--- config.mk ---
export PLATFORM = sky130hd
export DESIGN_NAME = gcmd_fifo
export DESIGN_NICKNAME = d
export VERILOG_FILES = /design/src/gcmd_fifo.sv
export SDC_FILE = /design/constraint.sdc
export NUM_CORES = 1
export LEC_CHECK = 0
export BUFFER_PORTS_ARGS = -buffer_cell sky130_fd_sc_hd__buf_2
export CAP_MARGIN = 20
export CELL_PAD_IN_SITES_DETAIL_PLACEMENT = 0
export CELL_PAD_IN_SITES_GLOBAL_PLACEMENT = 1
export CORE_MARGIN = 4
export CORE_UTILIZATION = 45
export CTS_BUF_LIST = sky130_fd_sc_hd__clkbuf_8 sky130_fd_sc_hd__clkbuf_16
export DETAILED_ROUTE_END_ITERATION = 8
export GPL_TIMING_DRIVEN = 1
export PLACE_DENSITY_LB_ADDON = 0.1
export RECOVER_POWER = 100
export SLEW_MARGIN = 20
export SYNTH_ARGS = -nofsm -noshare
export SYNTH_HDL_FRONTEND = slang
export SYNTH_SLANG_ARGS = --single-unit
export TNS_END_PERCENT = 5
--- constraint.sdc ---
create_clock -name clock -period 3.05 [get_ports clock]
set_input_delay 0.61 -clock clock [delete_from_list [all_inputs] [get_ports clock]]
set_output_delay 0.61 -clock clock [all_outputs]
set_load 0.01 [all_outputs]
--- src/gcmd_fifo.sv ---
// ----------------------------------------------------------------------------
// gcmd_fifo : short decoupling queue
// Holds averaged blocks between the front and the encoder so either side can
// stall on its own.
// ----------------------------------------------------------------------------
module gcmd_fifo #(
   parameter int Width = 65,
   parameter int Depth = 4
) (
   input  logic             clock,
   input  logic             reset,
   input  logic             push,
   input  logic [Width-1:0] wdata,
   output logic             full,
   input  logic             pop,
   output logic [Width-1:0] rdata,
   output logic             empty
);

   localparam int PtrBits = (Depth > 1) ? $clog2(Depth) : 1;
   localparam int CntBits = $clog2(Depth + 1);

   logic [Width-1:0]   entry_ff [Depth];
   logic [PtrBits-1:0] wr_ptr_ff, wr_ptr_in;
   logic [PtrBits-1:0] rd_ptr_ff, rd_ptr_in;
   logic [CntBits-1:0] count_ff, count_in;
   logic               do_push, do_pop;

   assign full    = (count_ff == CntBits'(Depth));
   assign empty   = (count_ff == '0);
   assign do_push = push && !full;
   assign do_pop  = pop && !empty;
   assign rdata   = entry_ff[rd_ptr_ff];

   always_comb begin
      wr_ptr_in = wr_ptr_ff;
      rd_ptr_in = rd_ptr_ff;
      count_in  = count_ff;
      if (do_push) begin
         wr_ptr_in = (wr_ptr_ff == PtrBits'(Depth - 1)) ? '0 : wr_ptr_ff + 1'b1;
      end
      if (do_pop) begin
         rd_ptr_in = (rd_ptr_ff == PtrBits'(Depth - 1)) ? '0 : rd_ptr_ff + 1'b1;
      end
      if (do_push && !do_pop) begin
         count_in = count_ff + 1'b1;
      end else if (do_pop && !do_push) begin
         count_in = count_ff - 1'b1;
      end
   end

   always_ff @(posedge clock) begin
      if (reset) begin
         wr_ptr_ff <= '0;
         rd_ptr_ff <= '0;
         count_ff  <= '0;
      end else begin
         wr_ptr_ff <= wr_ptr_in;
         rd_ptr_ff <= rd_ptr_in;
         count_ff  <= count_in;
      end
   end

   always_ff @(posedge clock) begin
      if (do_push) begin
         entry_ff[wr_ptr_ff] <= wdata;
      end
   end

endmodule

# Yosys cells after proc, flatten, opt, wreduce, memory -nomap -nowiden
# Memory sizes are Yosys's and may differ from the RTL's. A register that Yosys moved wholly into a read port is not among the register bits.
# Index checks and enable logic that the tools add are counted.
# word_totals
inputBits	69
mem_count	1
register_bits	7
ramBits	260
out_inout_bits	67
word_cells	29
# mem_list
name	depth	word_bits	read_ports	rd_clocked_by_memory_dff	wr	line_no	rtl
entry_ff	4	65	1	1	1	23	logic [Width-1:0] entry_ff [Depth];
# classes
muxes	8
n_eq_ne	3
reduce_logical	10
n_addsub	4
# op_table
operator	n
$mux 2	4
$mux 3	2
$add 2x1->2 const B	2
$eq 2x2->1 const B	2
$logic_and 1x1->1	4
$logic_not 1->1	4
$add 3x1->3 const B	1
$eq 3x3->1 const B	1
$logic_not 3->1	1
$sub 3x1->3 const B	1
$mux 1	2
$reduce_bool 2->1	1

# Logic depth before layout (Yosys ltp)
# Gate-level depths: netlist of the first run.
# logic_depth
ltp_word	7
depth_mapped	10
mapped_depth_nobuf	9

# Worst setup path after synthesis of the first run
# Ideal clock, no wire load.
# synth_path
path_kind	register -> register
startpoint	register count_ff[0]
endpoint	memory entry_ff[0][0] (enable)
t_arrival_ns	2.258
synth_period_minus_slack_ns	2.689
path_slack_ns	0.361
n_path_buf	1
stages_incl_launch_ff	4
setup_ns	0.430
required_ns	2.620
path_cell_list	dfxtp_1 -> or3b_1 -> buf_6 -> and3_1
# synth_between
elab_chain_len	5
# synth_lines
element	line_no	rtl
start: declaration	26	logic [CntBits-1:0] count_ff, count_in;
start signal: assignment	60	count_ff <= count_in;
$eq 3x3->1	29	assign full = (count_ff == CntBits'(Depth));
$logic_not 1->1	31	assign do_push = push && !full;
$logic_and 1x1->1	31	
$mux 1	65	if (do_push) begin
$mux 1 (implied by the code)	66	entry_ff[wr_ptr_ff] <= wdata;
end: declaration	23	
# No other way between the ends.

==> results of run 1 <==
-- per-stage QoR --
step                instances  power [uW]  hold slack [ps]  instance area [um2]  setup WS, ps
finish                    840        9630              335                11600           326
global route              840       10100              320                11600           138
CTS                       840        9890              272                11800           288
detailed placement        792        6730              512                11000           610
global placement          792        6690              480                11000           683
floorplan                 389        5950              463                 9880           361
-- registers in the layout (all words and copies together) (netlist names), named ones only --
name	count
rd_ptr_ff	2
wr_ptr_ff	2
entry_ff	260
count_ff	3
-- synthesized netlist by cell type (all sizes together) --
| library cell | number | area, um2 |
|---|---|---|
| clkinv | 1 | 8.76 |
| a21oi | 3 | 15.0 |
| mux2i | 2 | 20.0 |
| or3b | 1 | 8.76 |
| inv | 3 | 11.3 |
| nor3 | 2 | 10.0 |
| dfxtp | 9 | 180 |
| fa | 1 | 20.0 |
| o21ai | 2 | 10.0 |
| clkbuf | 2 | 7.51 |
| nand2 | 1 | 3.75 |
| buf | 14 | 110 |
| and3 | 4 | 25.0 |
| mux4 | 65 | 1460 |
| nor2 | 4 | 17.5 |
| bufinv | 1 | 17.5 |
| o31ai | 2 | 25.0 |
| xor2 | 2 | 17.5 |
| edfxtp | 260 | 7810 |
| or3 | 2 | 12.5 |
| nand3 | 2 | 10.0 |
| ha | 6 | 75.1 |
-- cell families (layout without fill, tap and decap cells) --
kind of cell,count (synthesis),in the layout
buffers and inverters,21,197
DFF,269,269
muxes,67,67
and+or+nand+nor,16,16
xor gates and xnor gates,2,2
AOI/OAI and AO/OA,7,7
adders and majority gates,7,7
-- final cells by class --
class                   count  area share
repair buffers            144      0.0576
clock buffers              27      0.0581
well taps                 275      0.0296
multi-input cells          99       0.149
flip-flops and latches    269       0.688
inverters                   5     0.00291
clock inverters            21      0.0152
-- power by group through the flow --
| stage | logic [uW] | registers, uW | clock network, uW |
|---|---|---|---|
| floorplan | 1320 | 4630 | 0 |
| global placement | 2000 | 4690 | 0 |
| detailed placement | 2020 | 4720 | 0 |
| CTS | 2020 | 4640 | 3230 |
| global route | 2020 | 4670 | 3410 |
| finish | 1840 | 4630 | 3150 |
-- how the worst min path moves through the flow --
stage                                         start                  endpoint  slack, ps  cells after the start
after floorplan           rd_ptr_ff[0]$_SDFFE_PP0P_                 flip-flop        460                      2
after global placement    rd_ptr_ff[0]$_SDFFE_PP0P_                 flip-flop        480                      2
after detailed placement  rd_ptr_ff[0]$_SDFFE_PP0P_                 flip-flop        510                      2
after CTS                                  wdata[3]  entry_ff[2][3]$_DFFE_PP_        270                      1
after global routing                       wdata[3]  entry_ff[2][3]$_DFFE_PP_        320                      1
final                                      wdata[3]  entry_ff[2][3]$_DFFE_PP_        330                      1
-- layer usage --
metal / GRT usage / routed length [um] / share of wire
met4: 0.0335 / 204 / 0.011
met1: 0.184 / 6920 / 0.39
met2: 0.251 / 9270 / 0.52
met3: 0.0463 / 1400 / 0.079
met5: 0 / 34 / 0.0019
-- cell usage in the layout, fill, tap and decap left out, drive strengths merged, types with 2 or more instances in the layout --
cell / Yosys / layout
clkbuf: 2 / 155
nor2: 4 / 4
o31ai: 2 / 2
and3: 4 / 4
clkinv: 1 / 13
mux2i: 2 / 2
a21oi: 3 / 3
edfxtp: 260 / 260
nor3: 2 / 2
ha: 6 / 6
xor2: 2 / 2
inv: 3 / 7
nand3: 2 / 2
dfxtp: 9 / 9
mux4: 65 / 65
clkinvlp: 0 / 2
buf: 14 / 16
or3: 2 / 2
bufinv: 1 / 4
o21ai: 2 / 2
-- worst reg2reg max path, cell delays in order, from the launching register on --
cell     delay, ps
dfxtp_1        440
or3b_1         280
and3_1        1240
buf_12         380
==> metrics.txt, run 1 <==
Placement Rows 53; CTS H-tree lvls 1; area of the multi-input gates between 1500 and 2000 um2; worst-margin pin slew 1570 ps; residual DRC count 0; final hold violations 0; number of global-route vias before repair 4787; # setup viols final 0; Setup TNS 0 ps; clk_lat worst skew between 500 and 600 ps; Clock Tree Buf Depth 3; net switching power 2440 uW; pin count of the biggest net entering global routing 40; Final period util 0.893; Placeable Area 21300 um2; main combinational cell family by area after synthesis multiplexers; failing checks max-capacitance violations, max-slew violations; Flop pwr share 0.482; sequential area share after synthesis 0.809; Leak 0.00363 uW; final-report max-slew violation count 108; CTS Hold Bufs 0; Critical Path Slowest Stage Cell dfxtp_4; Clock Sinks 269; Die W 156 um; final worst path period need approximately 2700 ps; R2R setup slack 350 ps; Clock transition at path regs 60 ps; gr ovfl total 0; drt via density 5.24; post-CTS sizing 0; die height 156 um; Initial Util 0.464; RR Startpoint count_ff[0]$_SDFFE_PP0P_; FILL cells 1679; register area around 8000 um2; post-synth design cell area 9880 um2; total track usage 0.146; Detailed Route WL around 18 mm; CP Launch Type flip-flop; io pins 136; Net Count, Synth 465; Worst R2R Path Depth 3; initial antenna violation count 2; Inserted Diodes 0; Highest Clock Rate 367 MHz; die area 24400 um2; clock share of power 0.327; Buffers & Inverters on Critical Path 2; worst vdd ir 0.436 mV; Synth Area in XOR/XNOR 0.00177; Post-DP HPWL 10.7 mm; post-synthesis mux area share 0.150; syn_area_per_cell 25.4 um2; Placer Congestion between 0.7 and 0.8; CTS tree done; total number of vias 4401; Yosys cell types 26; crit path capture rdata[46]; final net count between 600 and 700; DR pass1 iterations 4; Max Cap Viol 4; fraction of layout cells with a size suffix above 1 0.219; Finished Core Util 0.546; Yosys warnings 0; WP data required 2440 ps; max incr delay on CP between 600 and 700 ps; Post-CTS Setup Bufs 0; Area growth, synth to finish 17.7%; Post-Synthesis Cells 389; Simple-Gate Fraction of Synth Area 0.00887; Worst path depth 3; Reg2Reg Capture Point entry_ff[1][25]$_DFFE_PP_; Worst Path Class, Setup reg -> out; Arr. time, crit path 2110 ps; compound-cell area share of the yosys netlist 0.00507; Hold Crit Class in -> reg; skew final approximately 17 ps; Yosys reg bits ~270; critical path fanouts, max 28; drt wl/cell 21.2 um; CTS buffer count 27; CP Capture Type output port; delay-heaviest family, CP flip-flops; P_int 7180 uW; DR iter-0 viols 257; root buffer cell clkbuf_16; RSZ-0062 raised after global routing false; Synth Area in Adders 0.00963; status finished with violations; post-route ant nets 0; # port buffers 135; first-pass GRT wire length 27.2 mm; PwrDens 828 nW/um2; critical-path cell list clkbuf_2 -> mux4_2 -> clkbuf_1; combinational cell fraction of total power 0.191; Slew headroom -0.0460; Switching Share 0.254
Power figures use the tool's default switching activity.
==> run 2, diff against run 1 <==
- CELL_PAD_IN_SITES_DETAIL_PLACEMENT: 0 -> not set
- CELL_PAD_IN_SITES_GLOBAL_PLACEMENT: 1 -> not set
- PLACE_DENSITY_LB_ADDON: 0.1 -> not set
==> run 2 against run 1 <==
Via count increased by 1.9%. Sequential power about the same. Sequential share of layout area decreased by 0.92 points. The run still ends with max-capacitance violations, max-slew violations left. First-iteration DRC count grew 3.1%. Design area increased by 1.4%. Highest routed layer unchanged. Setup slack worse by 66 ps. Clock skew decreased by 6.2 ps. Sequential cell count stayed put. Clock-buffer cell count rose by 2.
==> metrics.txt, run 2 (synthesis gave the netlist of run 1 again) <==
Post-CTS Setup Bufs 0 (unchanged); post-route ant nets 0 (unchanged); CTS H-tree lvls 1 (unchanged); failing checks max-capacitance violations, max-slew violations; final-report max-slew violation count 58 (-46%); max reg flops 260 (unchanged); gr ovfl total 0 (unchanged); drt wl/cell 21.2 um (-0.27%); Biggest register entry_ff; CTS tree done; Slew headroom -0.106 (-0.0602); pin count of the biggest net entering global routing 38 (-5.0%); CTS Hold Bufs 0 (unchanged); skew final 10.3 ps (-6.25 ps); Leak 0.00371 uW (+2.1%); # setup viols final 0 (unchanged); RSZ-0062 raised after global routing false; PwrDens 861 nW/um2 (+3.9%); WP data required 2440 ps (about the same); # port buffers 135 (unchanged); Finished Cell Area 11800 um2 (+1.4%); Initial Util 0.464 (unchanged); initial antenna violation count 1 (-1); commonest non-fill, non-tap cells in the layout 260 x edfxtp_1, 127 x clkbuf_1, 65 x mux4_2; DR iter-0 viols 265 (+3.1%); Placer Congestion 0.702 (-3.4%); CP Capture Type output port; Clock transition at path regs 60 ps (about the same); Area growth, synth to finish 19.3%; DR pass1 iterations 4 (unchanged); Post-DP HPWL 10.8 mm (+0.96%); Hold Crit Class in -> reg; CTS buffer count 28 (+3.7%); Setup TNS 0 ps (unchanged); critical path fanouts, max 21 (-25%); fraction of layout cells with a size suffix above 1 0.232 (+0.0121); Worst Path Class, Setup reg -> out; Largest regs entry_ff (260), count_ff (3); total track usage 0.149 (+0.00221); Detailed Route WL 17.9 mm (+0.32%); worst-margin pin slew 1660 ps (+90.2 ps); Clock Tree Buf Depth 3 (unchanged); final net count 624 (+0.32%); Inserted Diodes 0 (unchanged); total number of vias 4485 (+1.9%); Placement Rows 53 (unchanged); area of the multi-input gates 1730 um2 (unchanged); most common cell after layout, fill and taps aside edfxtp_1; post-CTS sizing 0 (unchanged); root buffer cell clkbuf_16; Clock Sinks 269 (unchanged); first-pass GRT wire length 27.9 mm (+2.4%); final worst path period need 2790 ps (+65.7 ps); io pins 136 (unchanged); placed instance area 11000 um2 (about the same); Placeable Area 21300 um2 (unchanged); Max Cap Viol 2 (-2); register area 8000 um2 (unchanged); number of global-route vias before repair 4977 (+4.0%); Final period util 0.915 (+0.0216); Highest Clock Rate 358 MHz (-2.4%); clk_lat worst skew 530 ps (about the same); Die W 156 um (unchanged); residual DRC count 0 (unchanged); Arr. time, crit path 2180 ps (+70 ps); die area 24400 um2 (unchanged); final hold violations 0 (unchanged); worst vdd ir 0.536 mV (+23%); CP Launch Type flip-flop; die height 156 um (unchanged); drt via density 5.31 (+1.3%); FILL cells 1659 (-1.2%); status finished with violations
==> run 2: cell types whose count changed in the layout (fill, tap and decap cells not counted), moves of 2 or more <==
cell	delta
buf_12	-2
bufinv_16	+4
clkbuf_16	+2
clkinv_1	-2
==> run 2: final timing paths <==
path | slack, ps | from | cells after the start | to
hold / removal | 340 | wdata[40] | 1 | entry_ff[3][40]$_DFFE_PP_
hold reg to reg | 510 | rd_ptr_ff[0]$_SDFFE_PP0P_ | 2 | flip-flop
setup / recovery | 260 | flip-flop | 3 | rdata[4]
setup reg to reg | 290 | count_ff[0]$_SDFFE_PP0P_ | 3 | entry_ff[0][27]$_DFFE_PP_
==> run 2: power breakdown <==
part | internal, uW | switching (uW)
Sequential | 4480 | 183
Clock | 2320 | 1350
Combinational | 843 | 965
Total | 7640 | 2500
==> run 2: per-stage QoR <==
stage	hold WS, ps	std cells	worst slack [ps]	total power, uW	util
4_1_cts	269	845	153	10400	0.563
3_5_place_dp	497	793	655	6730	0.515
5_1_grt	326	845	72.5	10600	0.553
3_3_place_gp	461	793	689	6680	0.515
6_report	338	845	260	10100	0.553
2_1_floorplan	463	389	361	5950	-
==> run 2: critical path, cell delays in order (launching register included) <==
cell and delay, ps:
dfxtp_4 650, buf_4 320, mux4_2 530, clkbuf_1 150
==> run 2: final cells by class <==
class | instances | share of cell area
Sequential cell | 269 | 0.679
Multi-Input combinational cell | 99 | 0.147
Clock buffer | 29 | 0.0616
Timing Repair Buffer | 145 | 0.0554
Tap cell | 275 | 0.0292
Clock inverter | 23 | 0.0255
Inverter | 5 | 0.00287
==> run 2: metal layers <==
| layer | GRT usage | wire, um |
|---|---|---|
| met5 | 0 | 16 |
| met4 | 0.0397 | 412 |
| met3 | 0.0466 | 1290 |
| met2 | 0.246 | 8910 |
| met1 | 0.193 | 7250 |
==> run 3, diff against run 2 <==
--- a/constraint.sdc
+++ b/constraint.sdc
@@ -3,2 +3,2 @@
 set_output_delay 0.61 -clock clock [all_outputs]
-set_load 0.01 [all_outputs]
+set_load 0.005 [all_outputs]
==> run 3 against run 2 <==
The run now ends clean. Worst hold slack better by 13 ps. Sequential share of layout area up 1.5 points. Clock skew down 3.1 ps. Global-route usage down 0.27 points. First-iteration DRC count down 2.6%. Combinational power down 7%. Design area down 2.2%. Clock-buffer cell count down 2. Utilization down 1.2 points. Critical path depth unchanged. Critical endpoint is now rdata[49]. Largest cell class unchanged.
==> metrics.txt, run 3 (synthesis gave the netlist of run 1 again) <==
Worst path depth 3 (unchanged); CTS H-tree lvls 1 (unchanged); post-CTS sizing 0 (unchanged); die height 156 um (unchanged); Placement Rows 53 (unchanged); max incr delay on CP 860 ps (+210 ps); Reg2Reg Capture Point entry_ff[1][14]$_DFFE_PP_; Placer Congestion 0.785 (+12%); crit path capture rdata[49]; Final period util 0.920 (+0.00580); final hold violations 0 (unchanged); worst-margin pin slew 1040 ps (-618 ps); status finished clean; Worst Path Class, Setup reg -> out; delay-heaviest family, CP flip-flops; Buffers & Inverters on Critical Path 2 (unchanged); skew final 7.16 ps (-3.12 ps); Slew headroom 0.306 (+0.412); io pins 136 (unchanged); CP Launch Type flip-flop; Inserted Diodes 0 (unchanged); Detailed Route WL 17.5 mm (-1.9%); Clock transition at path regs 60 ps (about the same); drt via density 5.28 (-0.58%); Worst R2R Path Depth 3 (unchanged); Post-CTS Setup Bufs 0 (unchanged); Initial Util 0.464 (unchanged); RR Startpoint count_ff[0]$_SDFFE_PP0P_; Leak 0.00367 uW (-0.90%); # port buffers 135 (unchanged); critical-path cell list buf_4 -> mux4_2 -> buf_2; R2R setup slack 380 ps (+90 ps); final worst path period need 2810 ps (+17.7 ps); fraction of layout cells with a size suffix above 1 0.254 (+0.0224); DR pass1 iterations 4 (unchanged); critical path fanouts, max 29 (+38%); initial antenna violation count 3 (+2); total track usage 0.146 (-0.00271); Clock Sinks 269 (unchanged); DR iter-0 viols 258 (-2.6%); final-report max-slew violation count 0 (-100%); Placeable Area 21300 um2 (unchanged); Post-DP HPWL 10.8 mm (-0.80%); die area 24400 um2 (unchanged); CTS buffer count 27 (-3.6%); first-pass GRT wire length 27.2 mm (-2.4%); # setup viols final 0 (unchanged); Setup TNS 0 ps (unchanged); Biggest register entry_ff; residual DRC count 0 (unchanged); post-route insts no fill 842 (-0.36%); post-route ant nets 0 (unchanged); Die W 156 um (unchanged); CTS tree done; Critical Path Slowest Stage Cell dfxtp_2; pin count of the biggest net entering global routing 36 (-5.3%); most common cell after layout, fill and taps aside edfxtp_1; Max Cap Viol 0 (-2); Hold Crit Class in -> reg; drt wl/cell 20.8 um (-1.5%); worst vdd ir 0.482 mV (-10%); Post-Place Cells 793 (unchanged); FILL cells 1697 (+2.3%); gr ovfl total 0 (unchanged); CTS Hold Bufs 0 (unchanged); CP Capture Type output port; PwrDens 801 nW/um2 (-6.9%); max reg flops 260 (unchanged); total chip power 9230 uW (-8.9%); Clock Tree Buf Depth 3 (unchanged); clk_lat worst skew 510 ps (-20 ps); Highest Clock Rate 356 MHz (-0.63%); Arr. time, crit path 2200 ps (+20 ps); commonest non-fill, non-tap cells in the layout 260 x edfxtp_1, 106 x clkbuf_1, 65 x mux4_2; total number of vias 4443 (-0.94%); final net count 623 (-0.16%); Largest regs entry_ff (260), count_ff (3); number of global-route vias before repair 4814 (-3.3%); WP data required 2440 ps (about the same); root buffer cell clkbuf_16; RSZ-0062 raised after global routing false; Area growth, synth to finish 16.7%
[run 3: power by group]
part	switching, uW	total, uW	internal (uW)
sequential	162	4640	4480
clock	1240	2910	1680
combinational	836	1680	843
[run 3: how the worst min path moves through the flow]
stage / start / to / slack, ps / cells after the start
CTS: wdata[44] / entry_ff[1][44]$_DFFE_PP_ / 280 / 1
finish: wdata[54] / entry_ff[1][54]$_DFFE_PP_ / 350 / 1
floorplan: rd_ptr_ff[0]$_SDFFE_PP0P_ / flip-flop / 460 / 2
global placement: rd_ptr_ff[0]$_SDFFE_PP0P_ / flip-flop / 470 / 2
global route: wdata[24] / entry_ff[1][24]$_DFFE_PP_ / 340 / 1
detailed placement: rd_ptr_ff[0]$_SDFFE_PP0P_ / flip-flop / 490 / 2
[run 3: worst reg2reg max path: stages, from the launching register on]
cell	delay, ps
dfxtp_1	440
or3b_1	290
and3_2	880
clkbuf_4	670
[run 3: area by class of cell]
type,instances,area [um2],area share
well taps,275,344,0.0299
inverters,5,33.8,0.00293
multi-input cells,99,1720,0.150
clock buffers,27,676,0.0586
flip-flops and latches,269,7990,0.694
clock inverters,22,116,0.0101
repair buffers,145,637,0.0553
[run 3: stage by stage]
step	cell area, um2	hold slack (ps)	setup WS, ps	util
after floorplan	9880	463	361	-
after global placement	11000	467	702	0.515
after detailed placement	11000	487	603	0.515
after CTS	11800	279	243	0.553
after global routing	11500	342	94.8	0.541
final	11500	352	243	0.541
[run 3: layer usage]
metal	global-route usage	wire length, um	vias up
li1	-	-	1983
met1	0.190	7050	2314
met2	0.241	8850	110
met3	0.0477	1220	30
met4	0.0376	385	6
met5	0	43	-
